## src/design/rdt_pkg.sv

```systemverilog
// Package for the RPN decimal tokenizer: token kinds, operator codes,
// character constants, the queue entry flags and the operator decoder.
// No dependencies.
package rdt_pkg;

	typedef enum logic [1:0] {
		KIND_NUMBER   = 2'd0,
		KIND_OPERATOR = 2'd1,
		KIND_INVALID  = 2'd2,
		KIND_OVERFLOW = 2'd3
	} rdt_kind_t;

	localparam logic [3:0] OP_ADD      = 4'd0;
	localparam logic [3:0] OP_SUB      = 4'd1;
	localparam logic [3:0] OP_MUL      = 4'd2;
	localparam logic [3:0] OP_DIV      = 4'd3;
	localparam logic [3:0] OP_SHOW     = 4'd4;
	localparam logic [3:0] OP_SHOW_ALL = 4'd5;
	localparam logic [3:0] OP_WIPE     = 4'd6;
	localparam logic [3:0] OP_DUP      = 4'd7;
	localparam logic [3:0] OP_SWAP     = 4'd8;
	localparam logic [3:0] CODE_NONE   = 4'd0;

	localparam logic [7:0] CH_ZERO  = 8'h30;
	localparam logic [7:0] CH_NINE  = 8'h39;
	localparam logic [7:0] CH_SPACE = 8'h20;
	localparam logic [7:0] CH_PLUS  = 8'h2b;
	localparam logic [7:0] CH_MINUS = 8'h2d;
	localparam logic [7:0] CH_STAR  = 8'h2a;
	localparam logic [7:0] CH_SLASH = 8'h2f;
	localparam logic [7:0] CH_P     = 8'h70;
	localparam logic [7:0] CH_F     = 8'h66;
	localparam logic [7:0] CH_C     = 8'h63;
	localparam logic [7:0] CH_D     = 8'h64;
	localparam logic [7:0] CH_R     = 8'h72;

	// Result flags of one queued item; the number value travels beside it
	typedef struct packed {
		logic      num_valid;
		logic      tail_valid;
		rdt_kind_t kind;
		logic [3:0] code;
	} rdt_tail_t;

	typedef struct packed {
		logic       hit;
		logic [3:0] code;
	} rdt_op_t;

	function automatic rdt_op_t op_decode(input logic [7:0] ch);
		rdt_op_t op;
		op.hit  = 1'b1;
		op.code = CODE_NONE;
		case (ch)
			CH_PLUS:  op.code = OP_ADD;
			CH_MINUS: op.code = OP_SUB;
			CH_STAR:  op.code = OP_MUL;
			CH_SLASH: op.code = OP_DIV;
			CH_P:     op.code = OP_SHOW;
			CH_F:     op.code = OP_SHOW_ALL;
			CH_C:     op.code = OP_WIPE;
			CH_D:     op.code = OP_DUP;
			CH_R:     op.code = OP_SWAP;
			default:  op.hit  = 1'b0;
		endcase
		return op;
	endfunction

endpackage

```

## src/design/rdt_front.sv

```systemverilog
// Front end of the RPN decimal tokenizer: accepts characters, builds the
// decimal accumulator and pushes one queue entry per character that has results.
// Depends on rdt_pkg.
module rdt_front import rdt_pkg::*; #(
	parameter int VALUE_BITS = 31
) (
	input  logic                  clk,
	input  logic                  arst_n,
	input  logic                  char_valid,
	output logic                  char_stall,
	input  logic [7:0]            character,
	input  logic                  full,
	output logic                  push,
	output logic [VALUE_BITS-1:0] push_value,
	output rdt_tail_t             push_tail
);

	localparam int PW = VALUE_BITS + 4;

	logic                  nip_q;
	logic [VALUE_BITS-1:0] acc_q;
	logic                  accept;
	logic                  is_digit;
	logic [7:0]            digit_full;
	logic [PW-1:0]         acc_w;
	logic [PW-1:0]         prod;
	logic                  ovf;
	rdt_op_t               op;

	assign char_stall = full;
	assign accept     = char_valid && !full;

	always_comb begin
		is_digit   = character inside {[CH_ZERO:CH_NINE]};
		digit_full = character - CH_ZERO;
		acc_w      = {4'b0, acc_q};
		// times ten as eight plus two
		prod       = (acc_w << 3) + (acc_w << 1) + PW'(digit_full[3:0]);
		ovf        = |prod[PW-1:VALUE_BITS];
		op         = op_decode(character);
	end

	always_comb begin
		push       = accept && (!is_digit || ovf);
		push_value = acc_q;
		if (is_digit) begin
			push_tail.num_valid  = 1'b0;
			push_tail.tail_valid = 1'b1;
			push_tail.kind       = KIND_OVERFLOW;
			push_tail.code       = CODE_NONE;
		end else begin
			push_tail.num_valid  = nip_q;
			// a space closing a number gives the number alone
			push_tail.tail_valid = !(nip_q && character == CH_SPACE);
			push_tail.kind       = op.hit ? KIND_OPERATOR : KIND_INVALID;
			push_tail.code       = op.code;
		end
	end

	always_ff @(posedge clk or negedge arst_n) begin
		if (!arst_n) begin
			nip_q <= 1'b0;
			acc_q <= '0;
		end else if (accept) begin
			if (is_digit && !ovf) begin
				nip_q <= 1'b1;
				acc_q <= prod[VALUE_BITS-1:0];
			end else begin
				nip_q <= 1'b0;
				acc_q <= '0;
			end
		end
	end

	a_idle_acc_zero: assert property (@(posedge clk) disable iff (!arst_n)
		!nip_q |-> acc_q == '0)
		else $error("accumulator not clear without a number in progress");

endmodule

```

## src/design/rdt_fifo.sv

```systemverilog
// Short queue between front and back of the RPN decimal tokenizer.
// Register array with read and write pointers; no package dependency.
module rdt_fifo #(
	parameter int DATA_BITS = 39,
	parameter int DEPTH     = 4
) (
	input  logic                 clk,
	input  logic                 arst_n,
	input  logic                 push,
	input  logic [DATA_BITS-1:0] push_data,
	input  logic                 pop,
	output logic [DATA_BITS-1:0] head,
	output logic                 full,
	output logic                 empty
);

	localparam int PTR_BITS = (DEPTH > 1) ? $clog2(DEPTH) : 1;
	localparam int CNT_BITS = $clog2(DEPTH + 1);
	localparam logic [PTR_BITS-1:0] LAST = PTR_BITS'(DEPTH - 1);

	logic [DATA_BITS-1:0] mem [DEPTH];
	logic [PTR_BITS-1:0]  wr_ptr_q;
	logic [PTR_BITS-1:0]  rd_ptr_q;
	logic [CNT_BITS-1:0]  count_q;
	logic                 do_push;
	logic                 do_pop;

	assign full    = count_q == CNT_BITS'(DEPTH);
	assign empty   = count_q == '0;
	assign do_push = push && !full;
	assign do_pop  = pop && !empty;
	assign head    = mem[rd_ptr_q];

	always_ff @(posedge clk) begin
		if (do_push) begin
			mem[wr_ptr_q] <= push_data;
		end
	end

	always_ff @(posedge clk or negedge arst_n) begin
		if (!arst_n) begin
			wr_ptr_q <= '0;
			rd_ptr_q <= '0;
			count_q  <= '0;
		end else begin
			if (do_push) begin
				wr_ptr_q <= (wr_ptr_q == LAST) ? '0 : wr_ptr_q + 1'b1;
			end
			if (do_pop) begin
				rd_ptr_q <= (rd_ptr_q == LAST) ? '0 : rd_ptr_q + 1'b1;
			end
			if (do_push && !do_pop) begin
				count_q <= count_q + 1'b1;
			end else if (do_pop && !do_push) begin
				count_q <= count_q - 1'b1;
			end
		end
	end

	a_count_bound: assert property (@(posedge clk) disable iff (!arst_n)
		count_q <= CNT_BITS'(DEPTH))
		else $error("queue count above depth");

	a_no_push_full: assert property (@(posedge clk) disable iff (!arst_n)
		push |-> !full)
		else $error("push into a full queue");

endmodule

```

## src/design/rdt_back.sv

```systemverilog
// Back end of the RPN decimal tokenizer: turns queue entries into one or two
// tokens and holds them in the output register. Depends on rdt_pkg.
module rdt_back import rdt_pkg::*; #(
	parameter int VALUE_BITS = 31
) (
	input  logic                  clk,
	input  logic                  arst_n,
	input  logic                  empty,
	input  logic [VALUE_BITS-1:0] head_value,
	input  rdt_tail_t             head_tail,
	output logic                  pop,
	output logic                  tok_valid,
	input  logic                  tok_stall,
	output logic [1:0]            token_kind,
	output logic [VALUE_BITS-1:0] number_value,
	output logic [3:0]            operator_code,
	output logic                  last_of_run
);

	logic      out_valid_q;
	logic      phase_q;
	logic      advance;
	logic      load;
	logic      emit_tail;
	rdt_kind_t kind_q;
	logic [VALUE_BITS-1:0] value_q;
	logic [3:0] code_q;
	logic       last_q;

	always_comb begin
		advance   = !out_valid_q || !tok_stall;
		load      = advance && !empty;
		emit_tail = phase_q || !head_tail.num_valid;
		// drop the entry once its final token goes out
		pop       = load && (emit_tail || !head_tail.tail_valid);
	end

	always_ff @(posedge clk or negedge arst_n) begin
		if (!arst_n) begin
			out_valid_q <= 1'b0;
			phase_q     <= 1'b0;
		end else if (advance) begin
			out_valid_q <= !empty;
			if (load) begin
				phase_q <= !emit_tail && head_tail.tail_valid;
			end
		end
	end

	always_ff @(posedge clk) begin
		if (load) begin
			if (emit_tail) begin
				kind_q  <= head_tail.kind;
				value_q <= '0;
				code_q  <= head_tail.code;
				last_q  <= 1'b1;
			end else begin
				kind_q  <= KIND_NUMBER;
				value_q <= head_value;
				code_q  <= CODE_NONE;
				last_q  <= !head_tail.tail_valid;
			end
		end
	end

	assign tok_valid     = out_valid_q;
	assign token_kind    = kind_q;
	assign number_value  = value_q;
	assign operator_code = code_q;
	assign last_of_run   = last_q;

	a_phase_has_entry: assert property (@(posedge clk) disable iff (!arst_n)
		phase_q |-> !empty)
		else $error("second token pending with queue empty");

	a_value_only_number: assert property (@(posedge clk) disable iff (!arst_n)
		out_valid_q && kind_q != KIND_NUMBER |-> value_q == '0)
		else $error("non-number token carries a value");

endmodule

```

## src/design/rpn_decimal_tokenizer.sv

```systemverilog
// Top level of the RPN decimal tokenizer: front end, entry queue, back end.
// Depends on rdt_pkg, rdt_front, rdt_fifo and rdt_back.
//
// Use: characters enter on char_valid / char_stall with the code on character,
// one item per cycle while char_stall is low. Digits build a decimal number;
// the first non-digit closes it with a number token, followed by an operator
// or invalid-input token unless the character was a space. A number that
// would exceed the VALUE_BITS maximum gives an overflow token and is dropped.
// Tokens leave on tok_valid / tok_stall with token_kind, number_value,
// operator_code and last_of_run, which marks the final token of a character.
// Path: the queue is written at the edge that accepts a character, and the
// output register loads from the queue head when it may advance; a second
// token from the same entry follows once the first has moved on.
// Throughput: one character per cycle in, one token per cycle out, while no
// stall holds them; a character that closes a number and carries an operator
// gives two tokens, and the QUEUE_DEPTH-entry queue absorbs such bursts.
// Stall: while tok_stall is high the output token holds; the queue fills and
// char_stall rises only when it is full.
// Reset: arst_n clears the accumulator, the queue and the output valid.
module rpn_decimal_tokenizer import rdt_pkg::*; #(
	parameter int VALUE_BITS  = 31,
	parameter int QUEUE_DEPTH = 4
) (
	input  logic                  clk,
	input  logic                  arst_n,
	input  logic                  char_valid,
	output logic                  char_stall,
	input  logic [7:0]            character,
	output logic                  tok_valid,
	input  logic                  tok_stall,
	output logic [1:0]            token_kind,
	output logic [VALUE_BITS-1:0] number_value,
	output logic [3:0]            operator_code,
	output logic                  last_of_run
);

	localparam int TAIL_BITS  = $bits(rdt_tail_t);
	localparam int ENTRY_BITS = VALUE_BITS + TAIL_BITS;

	logic                  full;
	logic                  empty;
	logic                  push;
	logic                  pop;
	logic [VALUE_BITS-1:0] push_value;
	rdt_tail_t             push_tail;
	logic [ENTRY_BITS-1:0] head;
	logic [VALUE_BITS-1:0] head_value;
	rdt_tail_t             head_tail;

	rdt_front #(.VALUE_BITS(VALUE_BITS)) u_front (
		.clk        (clk),
		.arst_n     (arst_n),
		.char_valid (char_valid),
		.char_stall (char_stall),
		.character  (character),
		.full       (full),
		.push       (push),
		.push_value (push_value),
		.push_tail  (push_tail)
	);

	rdt_fifo #(.DATA_BITS(ENTRY_BITS), .DEPTH(QUEUE_DEPTH)) u_fifo (
		.clk       (clk),
		.arst_n    (arst_n),
		.push      (push),
		.push_data ({push_value, push_tail}),
		.pop       (pop),
		.head      (head),
		.full      (full),
		.empty     (empty)
	);

	assign head_value = head[ENTRY_BITS-1:TAIL_BITS];
	assign head_tail  = rdt_tail_t'(head[TAIL_BITS-1:0]);

	rdt_back #(.VALUE_BITS(VALUE_BITS)) u_back (
		.clk           (clk),
		.arst_n        (arst_n),
		.empty         (empty),
		.head_value    (head_value),
		.head_tail     (head_tail),
		.pop           (pop),
		.tok_valid     (tok_valid),
		.tok_stall     (tok_stall),
		.token_kind    (token_kind),
		.number_value  (number_value),
		.operator_code (operator_code),
		.last_of_run   (last_of_run)
	);

endmodule
```

## config.mk

```make
export PLATFORM = sky130hd
export DESIGN_NAME = rpn_decimal_tokenizer
export DESIGN_NICKNAME = d
export VERILOG_FILES = /design/src/design/rdt_pkg.sv /design/src/design/rdt_front.sv /design/src/design/rdt_fifo.sv /design/src/design/rdt_back.sv /design/src/design/rpn_decimal_tokenizer.sv
export SDC_FILE = /design/constraint.sdc
export NUM_CORES = 1
export LEC_CHECK = 0
export ABC_AREA = 1
export BUFFER_PORTS_ARGS = -buffer_cell sky130_fd_sc_hd__buf_2
export CAP_MARGIN = 0
export CELL_PAD_IN_SITES_DETAIL_PLACEMENT = 1
export CELL_PAD_IN_SITES_GLOBAL_PLACEMENT = 2
export CORE_MARGIN = 2
export CORE_UTILIZATION = 35
export CTS_CLUSTER_DIAMETER = 150
export DETAILED_ROUTE_END_ITERATION = 8
export GPL_ROUTABILITY_DRIVEN = 0
export HOLD_SLACK_MARGIN = 0.03
export PLACE_DENSITY = 0.76
export RECOVER_POWER = 100
export SYNTH_ARGS = -nofsm -noshare
export SYNTH_HDL_FRONTEND = slang
export SYNTH_SLANG_ARGS = --single-unit
```

## constraint.sdc

```tcl
create_clock -name clk -period 6 [get_ports clk]
set_input_delay 0.3 -clock clk [delete_from_list [all_inputs] [get_ports clk]]
set_output_delay 0.3 -clock clk [all_outputs]
set_load 0.01 [all_outputs]
```

Word-level counts from Yosys, hierarchy flattened
Memory sizes are Yosys's and may differ from the RTL's.
Index checks and enable logic that the tools add are counted.

storage, ports and cells
  latch bits = 0
  RAM bits = 156
  memory bits (read-only) = 0
  input bits = 12
  memories kept = 1
  register bits after elaboration = 79
  output and inout bits = 40

operators by class
  reduce and logical (&&, ||, !) cells = 33
  shift operators = 0
  muxes and demuxes = 12
  multipliers = 0
  order comparisons = 2
  bitwise operators = 0
  eq/ne operators = 13
  add/subtract/negate cells = 7
  div/mod/pow operators = 0

memories
  memory      depth  width  read ports  clocked after Yosys merged registers in  write ports  line            text
  u_fifo.mem  4      39     1           0                                        1            rdt_fifo.sv:21  logic [DATA_BITS-1:0] mem [DEPTH];

operators with widths
  operator                                                                             number
  8-bit by 6-bit equality test with 1-bit output, second input constant                5
  8-bit by 7-bit equality test with 1-bit output, second input constant                5
  34-bit by 32-bit adder with 35-bit output                                            1
  35-bit by 4-bit adder with 35-bit output                                             1
  4-bit one-hot mux with 8 select lines                                                1
  31-bit 2-to-1 mux                                                                    1
  1-bit logical AND                                                                    12
  1-bit logical NOT                                                                    12
  9-bit OR reduction                                                                   1
  8-bit by 6-bit greater-or-equal comparator with 1-bit output, second input constant  1
  8-bit by 6-bit less-or-equal comparator with 1-bit output, second input constant     1
  8-bit 2-to-1 mux                                                                     1
  2-bit 2-to-1 mux                                                                     3
  3-bit 2-to-1 mux                                                                     2
  2-bit by 1-bit adder with 2-bit output, second input constant                        2
  2-bit equality test, second input constant                                           2
  1-bit logical OR                                                                     4
  1-bit 2-to-1 mux                                                                     4
  4-bit OR reduction                                                                   1
  4-bit by 1-bit subtractor with 4-bit output, second input constant                   1
  3-bit by 1-bit adder with 3-bit output, second input constant                        1
  3-bit equality test, second input constant                                           1
  3-bit logical NOT                                                                    1
  3-bit by 1-bit subtractor with 3-bit output, second input constant                   1
  2 further kinds                                                                      2

Depth between registers and ports, before layout
Gate-level depths: netlist (run 1).

  depth in word-level cells = 10
  gate-level depth with buffers = 24
  mapped depth without buffers = 24

Modules after synthesis
A second synthesis (run 1) with hierarchy kept.

unflattened totals
  cell total of the unflattened synthesis = 1255
  area, all modules = 12434.4 sq um

by module, submodules not included
  module     sequential area each (sq um)  cells an instance  area each (sq um)  times used
  rdt_fifo   4859.7                        517                6741.5             1
  rdt_front  800.8                         609                4058.9             1
  rdt_back   1191.1                        129                1634.1             1

Least setup slack after synthesis (run 1)
Ideal clock, no wire load.

  kind = register -> register
  start point = register u_front.acc_q[0] (netlist: u_front.push_value[0])
  end point = memory u_fifo.mem[0][0], enable pin
  period minus slack after synthesis = 4416 ps
  stages on the path, launching flop included = 17
  path slack = 1584 ps
  library setup time = 435 ps
  data arrival time = 3981 ps
  required time = 5565 ps
  path through = dfrtp_1 -> inv_1 -> fa_1 -> fa_1 -> inv_1 -> nand3_1 -> nand3_1 -> nand2_1 -> nand2_1 -> nand2_1 -> nand2_1 -> nand2_1 -> nand3_1 -> nor2_1 -> nand2_1 -> nand2_2 -> nor2_1

on the way
  cells in the longest elaborated chain, start to end = 8

ends and longest elaborated chain
  element                                    line             text
  start: declaration                         rdt_front.sv:21  logic [VALUE_BITS-1:0] acc_q;
  start signal: assignment                   rdt_front.sv:67  acc_q <= prod[VALUE_BITS-1:0];
  34-bit by 32-bit adder with 35-bit output  rdt_front.sv:38  prod = (acc_w << 3) + (acc_w << 1) + PW'(digit_full[3:0]);
  35-bit by 4-bit adder with 35-bit output   rdt_front.sv:38
  4-bit OR reduction                         rdt_front.sv:39  ovf = |prod[PW-1:VALUE_BITS];
  1-bit logical OR                           rdt_front.sv:44  push = accept && (!is_digit || ovf);
  1-bit logical AND                          rdt_front.sv:44
  1-bit logical AND                          rdt_fifo.sv:30   assign do_push = push && !full;
  1-bit 2-to-1 mux                           rdt_fifo.sv:35   if (do_push) begin
  1-bit 2-to-1 mux (implied by the code)     rdt_fifo.sv:36   mem[wr_ptr_q] <= push_data;
  end: declaration                           rdt_fifo.sv:21

Every way passes these cells.

Worst setup path in the final report (run 1)
  start point = register u_front.acc_q[2] (netlist: u_front.push_value[2])
  end point = memory u_fifo.mem[3][21], enable pin

Same word-level chain as after synthesis.

==> flow_summary.json, run 1 <==
{
  "power.leakage_uw": 0.00586,
  "synth_nets": 1294,
  "setup_ws_ns": 1.19,
  "synth-seq-cells": 235,
  "power.density_nw_per_um2": 389,
  "cts_max_path_buffers": 3,
  "core_um2": 33400,
  "slew_headroom": -0.653,
  "final.setup.tns_ns": 0,
  "dp_hpwl_mm": 22.0,
  "antenna_cells": 0,
  "cts_hold_buf": 2,
  "cts_tree": "yes",
  "startpoint_type": "register",
  "clkTransAtPathRegs_ns": 0.06,
  "synth_edf_count": 194,
  "critPathRequiredTime_ns": 6.20,
  "drtAntennaViolNets": 0,
  "crit_arrival_ns": 5.01,
  "end_kind": "register",
  "violations": "capacitance limit, slew limit",
  "port_buffers": 51,
  "syn_avg_cell_area_um2": 9.77,
  "tightest_slew_ns": 2.48,
  "layout.nets": 1348,
  "ys_top_cells_by_count": "265 x nand2_1, 194 x edfxtp_1, 193 x nor2_1, 111 x inv_1, 83 x o21ai_0",
  "htreeDepth": 1,
  "die_area_um2": 35300,
  "final_area_um2": 13200,
  "fill_cells": 3820,
  "ff_latch_area_um2": 6850,
  "whs_ns": 0.104,
  "async_flop_share": 0.174,
  "start_util": 0.354,
  "place_ws_ns": 1.63,
  "min_period_over_period": 0.802,
  "insertion_delay_ns": 0.52,
  "rsz0062_at_grt": "false",
  "antenna_found_initial": 0,
  "synth.top_cell.area_share": 0.492,
  "numCtsBuffers": 24,
  "synth_area_leaders": "edfxtp_1 49%, dfrtp_1 8.7%, nand2_1 8.4%",
  "hold_path_class": "primary input to register",
  "post-route-drc-count": 0,
  "first_global_vias": 9070,
  "place_area_um2": 12600,
  "fin_crit_ns": 4.81,
  "vias_per_cell": 4.86,
  "ys_seq_area_frac": 0.579,
  "grt_use_met1": 0.242,
  "grt_max_degree": 82,
  "max_clock_freq_mhz": 208,
  "post-synth-top-count-cell": "nand2_1",
  "yosys.area.top_type": "edfxtp_1",
  "final-max-slew-violation-count": 244,
  "setup_viol": 0,
  "grt_first_pass_wirelength_mm": 50.1,
  "netlist_area_um2": 11800,
  "syn_inst": 1212,
  "rows": 67,
  "grtUsageMet3": 0.0159,
  "dr.pass1.iters": 4,
  "grt_util_met2": 0.317,
  "routedWlPerCell_um": 17.9,
  "ctsRootBufferMaster": "clkbuf_16",
  "syn_to_final_growth_pct": 11.9,
  "routed_wl_mm": 31.1,
  "ir_worst_vdd_uv": 625,
  "ctsResizeCount": 0,
  "finalHoldViolCount": 0,
  "critical_path_class": "register to register",
  "ys_warn_count": 0,
  "postCtsSetupBuffers": 0,
  "multiInputGateArea_um2": 4350,
  "clock_sinks": 235,
  "ys.flop_type": "edfxtp_1",
  "initialDrtViolationCount": 418,
  "fin_worst_skew_ns": 0.0150,
  "cap_viol_max_count": 6,
  "ios": 52,
  "grt.busiest_layer": "met2",
  "yosysUniqueCellTypes": 40,
  "grt_overflow": 0,
  "fp.dieH_um": 188,
  "status": "finished with violations",
  "num_vias": 8409,
  "grt_use_total": 0.179,
  "die_w_um": 188,
  "drive_above_1_share": 0.0616,
  "path_max_fanout": 25
}
[metal layers]
metal / share of wire / vias to the layer above
li1: - / 4184
met5: 0 / -
met1: 0.46 / 4080
met4: 0.011 / 0
met3: 0.037 / 24
met2: 0.49 / 121
[worst max-delay path, stage by stage, from the launching register on]
cell and delay (ns):
dfrtp_1 0.50, inv_1 0.10, fa_1 0.55, inv_1 0.06
ha_1 0.28, nand2_1 0.05, nand2_1 0.09, nand3_1 0.09
nand2_1 0.14, nand2_1 0.07, nand2_1 0.17, nand2_1 0.11
nand2_1 0.07, nand2_1 0.06, nand2_1 0.06, nor2_1 0.04
nand2_1 0.10, nand2_1 0.22, nor2_2 1.27, buf_4 0.44
[power breakdown]
group	switching (uW)	leakage (uW)	internal, uW
clock network	601	0.000363	834
registers	91.8	0.00243	2210
logic	1040	0.00306	377
[path summary, 6_finish.rpt]
| kind | startpoint | to | slack [ns] | cells past startpoint |
|---|---|---|---|---|
| worst min-delay path | character[0] | u_front.push_value[0] | 0.10 | 3 |
| worst min register to register | u_back.tok_valid | u_back.tok_valid | 0.51 | 2 |
| worst max-delay path | u_front.push_value[2] | u_fifo.mem[3][21] | 1.19 | 19 |
| min in group asynchronous | arst_n | u_front.push_value[6] | 1.16 | 3 |
| worst max register to register | u_front.push_value[2] | u_fifo.mem[3][21] | 1.19 | 19 |
| max in group asynchronous | arst_n | u_fifo.rd_ptr_q[0] | 3.21 | 3 |
[flip-flops by register name, summed over array words and instances, names as in the netlist]
register	count
u_fifo.mem	156
u_back.number_value	31
u_front.push_value	31
u_back.operator_code	4
u_fifo.count_q	3
u_back.token_kind	2
u_fifo.rd_ptr_q	2
u_fifo.wr_ptr_q	2
u_back.last_of_run	1
u_back.phase_q	1
u_back.tok_valid	1
u_front.nip_q	1
[layout by cell type, fill, tap and decap left out, drive strengths merged, types with 2 or more instances in the layout]
cell | netlist | layout
buf | 11 | 18
bufinv | 0 | 2
nor4 | 5 | 5
edfxtp | 194 | 194
nand4 | 5 | 5
nor2 | 197 | 197
ha | 67 | 67
a21oi | 63 | 63
nor3 | 8 | 8
inv | 112 | 112
clkbuf | 27 | 77
dlygate4sd3 | 0 | 2
nand3b | 6 | 6
dfrtp | 41 | 41
nand2 | 273 | 273
fa | 3 | 3
clkinv | 2 | 11
o21bai | 7 | 7
nand3 | 64 | 64
and2 | 3 | 3
o21ai | 84 | 84
xor2 | 17 | 17
o22ai | 7 | 7
or2 | 3 | 3
xnor2 | 7 | 7
[cell type report]
cell class,instances,area share
inverters,114,0.0323
clock buffers,31,0.0481
multi-input cells,825,0.328
clock inverters,12,0.00878
flip-flops and latches,235,0.517
repair buffers,66,0.0231
well taps,448,0.0423
[cells by family (layout without fill, tap and decap cells)]
logic type | Yosys count | in the layout | share of synthesized area
compound gates | 163 | 163 | 0.0727
xor+xnor | 24 | 24 | 0.0178
fa+ha+maj | 70 | 70 | 0.0759
buf+inv | 152 | 223 | 0.0522
flops | 235 | 235 | 0.579
mux | 1 | 1 | 0.000951
simple gates | 567 | 567 | 0.202
[through the flow]
stage | std cells | utilization | total power (uW)
6_report | 1731 | 0.396 | 5150
5_1_grt | 1731 | 0.396 | 5500
4_1_cts | 1731 | 0.400 | 5280
3_5_place_dp | 1686 | 0.377 | 3830
3_3_place_gp | 1686 | 0.377 | 3780
2_1_floorplan | 1212 | - | 3260
Note: power is estimated with default switching activity, not from simulation.
==> inputs of run 2 (changes only) <==
==> constraint.sdc (replaced) <==
create_clock -name clk -period 4.5 [get_ports clk]
set_input_delay 0.225 -clock clk [delete_from_list [all_inputs] [get_ports clk]]
set_output_delay 0.225 -clock clk [all_outputs]
set_load 0.01 [all_outputs]
==> run 2 against run 1 <==
Compared with the run above:
- the flow still finishes with violations (capacitance limit, slew limit)
- critical path depth unchanged
- clock skew decreased by 0.0054 ns
- sequential share of layout area decreased by 0.37 points
- clock-buffer cell count rose by 6
- setup slack lost 0.70 ns
- maximum frequency grew 20%
- sequential power grew 36%
- register-to-register slack got worse by 0.70 ns
- first-iteration DRC count grew 0.72%
- cell count grew 0.46%
- highest routed layer unchanged
==> flow_summary.json, run 2 (synthesized netlist as in run 1, its figures left out) <==
{
  "violations": "capacitance limit, slew limit",
  "final.setup.tns_ns": 0,
  "largest_reg_flops": 156,
  "fp.dieH_um": 188,
  "cap_viol_max_count": 2,
  "grt_use_total": 0.183,
  "insertion_delay_ns": 0.52,
  "fin_worst_skew_ns": 0.00968,
  "die_w_um": 188,
  "tightest_slew_ns": 2.74,
  "status": "finished with violations",
  "final-max-slew-violation-count": 81,
  "ir_worst_vdd_uv": 267,
  "fin_util": 0.399,
  "num_vias": 8432,
  "antenna_cells": 0,
  "drtAntennaViolNets": 0,
  "dpl.cell_count": 1691,
  "place_ws_ns": 0.475,
  "syn_to_final_growth_pct": 12.7,
  "hold_depth": 3,
  "power.leakage_uw": 0.00592,
  "ctsRootBufferMaster": "clkbuf_16",
  "dr.pass1.iters": 5,
  "min_period_over_period": 0.890,
  "critical_path_class": "register to register",
  "die_area_um2": 35300,
  "vias_per_cell": 4.85,
  "initialDrtViolationCount": 421,
  "ff2ff_path_depth": 19,
  "first_global_vias": 9052,
  "clkTransAtPathRegs_ns": 0.05,
  "setup_viol": 0,
  "core_um2": 33400,
  "power.density_nw_per_um2": 528,
  "end_kind": "register",
  "routed_wl_mm": 31.7,
  "drive_above_1_share": 0.0674,
  "stdcell_count": 1739,
  "mostFrequentLayoutCell": "nand2_1",
  "port_buffers": 51,
  "fin_crit_ns": 4.01,
  "layout.nets": 1354,
  "max_clock_freq_mhz": 250,
  "regMostFlops": "u_fifo.mem",
  "grt_overflow": 0,
  "rsz0062_at_grt": "false",
  "grt_first_pass_wirelength_mm": 50.5,
  "antenna_found_initial": 0,
  "startpoint_type": "register",
  "ios": 52,
  "finalHoldViolCount": 0,
  "fill_cells": 3816,
  "cts_tree": "yes",
  "mostFrequentLayoutCells": "265 x nand2_1, 194 x edfxtp_1, 192 x nor2_1",
  "clock_sinks": 235,
  "path_max_fanout": 25,
  "cts_max_path_buffers": 3,
  "rows": 67,
  "dp_hpwl_mm": 21.7,
  "htreeDepth": 1,
  "setup_ws_ns": 0.493,
  "totalPowerFinal_uw": 7040,
  "start_util": 0.354,
  "numCtsBuffers": 25,
  "crit_arrival_ns": 4.14,
  "hold_path_class": "primary input to register",
  "grt_max_degree": 59,
  "routedWlPerCell_um": 18.2,
  "ctsResizeCount": 0,
  "critPathRequiredTime_ns": 4.64,
  "post-route-drc-count": 0,
  "slew_headroom": -0.824
}
## run 2: cell types whose count changed in the layout (fill, tap and decap cells not counted), moves of 3 or more
cell and delta:
nor2_2 -3, clkinv_1 -6, clkbuf_2 +4, clkbuf_8 +3, inv_6 +3, clkbuf_1 +4, nor2_1 +3
## run 2: layer usage
metal | vias up | routed length [um] | GRT usage
met5 | - | 0 | 0
met4 | 0 | 437 | 0.0336
met3 | 36 | 727 | 0.0129
met2 | 106 | 15600 | 0.331
met1 | 4106 | 15000 | 0.242
li1 | 4184 | - | -
## run 2: final timing paths
path	start	to	slack (ns)
min reg2reg	u_back.phase_q	u_back.phase_q	0.52
max	u_front.push_value[0]	u_fifo.mem[3][10]	0.49
min	character[0]	u_front.push_value[0]	0.07
max reg2reg	u_front.push_value[0]	u_fifo.mem[3][10]	0.49
min in group asynchronous	arst_n	u_front.push_value[7]	1.21
max in group asynchronous	arst_n	u_back.tok_valid	1.73
## run 2: layout make-up
class	instances	area, um2	share of cell area
clock inverters	9	106	0.00797
inverters	114	428	0.0321
clock buffers	37	711	0.0533
multi-input cells	825	4350	0.326
well taps	448	561	0.0420
repair buffers	71	332	0.0249
flip-flops and latches	235	6850	0.514
## run 2: metrics by stage
step	cell area, um2	hold slack (ns)
after floorplan	11800	-0.0706
after global routing	13300	0.0772
after detailed placement	12700	0.380
after CTS	13500	0.0447
after global placement	12700	0.360
final	13300	0.0731
## run 2: report_power, final
part           internal, uW  switching [uW]  total [uW]
Clock                  1210             819        2030
Combinational           503            1360        1870
Sequential             2950             190        3140
## run 2: timing repair
action / in CTS / in global routing
endpoints found under the hold margin: 42 / 0
hold buffers: 2 / 0
setup buffers: 0 / 0
## run 2: critical path: stages (launching register included)
cell and delay, ns:
dfrtp_1 0.44, inv_1 0.09, fa_1 0.62, inv_1 0.07, ha_1 0.28, nand2_1 0.05
nand2_1 0.11, nand3_1 0.09, nand2_1 0.15, nand2_1 0.08, nand2_1 0.13, nand2_1 0.09
nand2_1 0.07, nand2_1 0.07, nand2_1 0.09, nor2_1 0.05, nand2_1 0.12, nand2_2 0.16
nor2_1 0.18, clkbuf_2 0.69
==> inputs of run 3 (changes only) <==
--- a/config.mk
+++ b/config.mk
@@ -16,7 +16,7 @@
 export DETAILED_ROUTE_END_ITERATION = 8
 export GPL_ROUTABILITY_DRIVEN = 0
 export HOLD_SLACK_MARGIN = 0.03
-export PLACE_DENSITY = 0.76
+export PLACE_DENSITY = 0.79
 export RECOVER_POWER = 100
 export SYNTH_ARGS = -nofsm -noshare
 export SYNTH_HDL_FRONTEND = slang
==> constraint.sdc (replaced) <==
create_clock -name clk -period 3.4 [get_ports clk]
set_input_delay 0.17 -clock clk [delete_from_list [all_inputs] [get_ports clk]]
set_output_delay 0.17 -clock clk [all_outputs]
set_load 0.01 [all_outputs]
==> run 3 against run 2 <==
Compared with the run above:
- the flow now finishes without violations
- critical path depth up 1
- combinational power increased by 50%
- clock power up 21%
- routed wire length up 6.7%
- sequential power rose by 30%
- hold slack better by 0.035 ns
- setup slack got worse by 0.39 ns
- flip-flop and latch count is the same
- global-route usage increased by 0.59 points
- total power increased by 32%
- utilization grew 5.2 points
- via count grew 7.3%
==> flow_summary.json, run 3 (synthesized netlist as in run 1, its figures left out) <==
{
  "initialDrtViolationCount": 490,
  "critical_path_buf_inv_count": 3,
  "ir_worst_vdd_uv": 505,
  "critPathTopFamily": "adder cells",
  "die_w_um": 188,
  "ctsRootBufferMaster": "clkbuf_16",
  "finalHoldViolCount": 0,
  "cap_viol_max_count": 0,
  "tightest_slew_ns": 1.16,
  "drtAntennaViolNets": 0,
  "syn_to_final_growth_pct": 27.3,
  "largest_reg_flops": 156,
  "port_buffers": 51,
  "clkTransAtPathRegs_ns": 0.06,
  "layout.nets": 1481,
  "critical_path_class": "register to register",
  "routedWlPerCell_um": 18.2,
  "max_stage_delay_ns": 0.43,
  "numCtsBuffers": 25,
  "dp_hpwl_mm": 23.2,
  "core_um2": 33400,
  "num_vias": 9047,
  "post-route-drc-count": 0,
  "slew_headroom": 0.230,
  "grtUsageMet3": 0.0163,
  "grt_util_met2": 0.332,
  "insertion_delay_ns": 0.52,
  "crit_top_cell": "nand2_2",
  "fin_worst_skew_ns": 0.0116,
  "end_kind": "register",
  "start_util": 0.354,
  "die_area_um2": 35300,
  "vias_per_cell": 4.85,
  "cts_tree": "yes",
  "regMostFlops": "u_fifo.mem",
  "grt_first_pass_wirelength_mm": 52.6,
  "grt_use_total": 0.188,
  "path_max_fanout": 4,
  "dr.pass1.iters": 5,
  "mostFrequentLayoutCell": "nand2_1",
  "fin_crit_ns": 3.29,
  "clock_sinks": 235,
  "htreeDepth": 1,
  "grt_overflow": 0,
  "whs_ns": 0.108,
  "ios": 52,
  "antenna_cells": 0,
  "first_global_vias": 9540,
  "grt_use_met1": 0.256,
  "setup_viol": 0,
  "power.leakage_uw": 0.00656,
  "status": "finished clean",
  "crit_arrival_ns": 3.69,
  "cts_max_path_buffers": 3,
  "mostFrequentLayoutCells": "237 x nand2_1, 194 x edfxtp_1, 179 x nor2_1",
  "routed_wl_mm": 33.9,
  "critPathRequiredTime_ns": 3.80,
  "antenna_found_initial": 0,
  "totalPowerFinal_uw": 9320,
  "slowest_stage": "fa_2",
  "startpoint_type": "register",
  "cp_cell_sequence": "ha_1, ha_4, nand2_1, inv_1, a21oi_2, nand2_2, nand2_2, nand2_2, nand2_2, nand2_1, nand2_1, nand2_1, nor2_2, nand2_2, nand2_4, inv_4, ha_4, inv_2, fa_2, mux2_2",
  "fp.dieH_um": 188,
  "drive_above_1_share": 0.259,
  "grt.busiest_layer": "met2",
  "final-max-slew-violation-count": 0,
  "hold_path_class": "primary input to register",
  "rsz0062_at_grt": "true",
  "max_clock_freq_mhz": 304,
  "rows": 67,
  "min_period_over_period": 0.968,
  "grt_max_degree": 52,
  "power.density_nw_per_um2": 618
}
[run 3: changes by cell type in the layout (fill, tap and decap cells not counted), sizes merged]
cell / delta
buf: +165
bufinv: -2
clkbuf: -45
clkinv: +6
clkinvlp: +3
dlygate4sd3: +1
inv: -3
[run 3: where the power goes]
group	internal (uW)	switching, uW	total (uW)	leakage, uW
registers	3890	177	4070	0.00242
logic	856	1950	2800	0.00379
clock network	1350	1100	2450	0.000348
[run 3: path summary, 6_finish.rpt]
path / endpoint / depth (start not counted) / startpoint / slack, ns
worst max-delay path: u_fifo.count_q[1] / 20 / u_front.push_value[5] / 0.11
worst max register to register: u_fifo.count_q[1] / 20 / u_front.push_value[5] / 0.11
worst min-delay path: u_front.push_value[1] / 4 / character[1] / 0.11
max in group asynchronous: u_fifo.rd_ptr_q[0] / 2 / arst_n / 2.16
min in group asynchronous: u_front.push_value[11] / 2 / arst_n / 0.45
worst min register to register: u_front.nip_q / 2 / u_front.nip_q / 0.51
[run 3: routing by layer]
metal / vias to the layer above / share of wire
met2: 118 / 0.50
met3: 35 / 0.027
met4: 0 / 0.016
li1: 4445 / -
met5: - / 0
met1: 4449 / 0.46
[run 3: cell type report]
type / instances / area, um2
fillers: 3786 / 18400
flip-flops and latches: 235 / 6860
multi-input cells: 825 / 5130
repair buffers: 198 / 1360
clock buffers: 31 / 648
well taps: 448 / 561
inverters: 114 / 430
clock inverters: 13 / 72.6
[run 3: worst register-to-register path, stage by stage (launching register included)]
cell and delay, ns:
dfrtp_1 0.42, ha_1 0.38, ha_4 0.28, nand2_1 0.12, inv_1 0.09, a21oi_2 0.16, nand2_2 0.08, nand2_2 0.07
nand2_2 0.08, nand2_2 0.08, nand2_1 0.05, nand2_1 0.08, nand2_1 0.07, nor2_2 0.10, nand2_2 0.10, nand2_4 0.08
inv_4 0.04, ha_4 0.14, inv_2 0.06, fa_2 0.43, mux2_2 0.26
[run 3: timing repair]
action,CTS,global route
hold endpoints to repair,43,0
gates cloned,0,0
setup buffers,1,10
gates resized for setup,22,107
setup endpoints to repair,2,2
pin swaps,9,30
hold buffers,3,0
[run 3: stage by stage]
stage	instance area (um2)	worst slack, ns	utilization	std cells	setup TNS (ns)
global placement	13600	-0.0756	0.405	1806	-0.124
global route	15100	-0.0701	0.450	1864	-0.108
floorplan	11900	-0.327	-	1212	-51.03
finish	15100	0.108	0.450	1864	0
CTS	14400	0.00272	0.430	1854	0
detailed placement	13600	-0.104	0.405	1806	-0.192
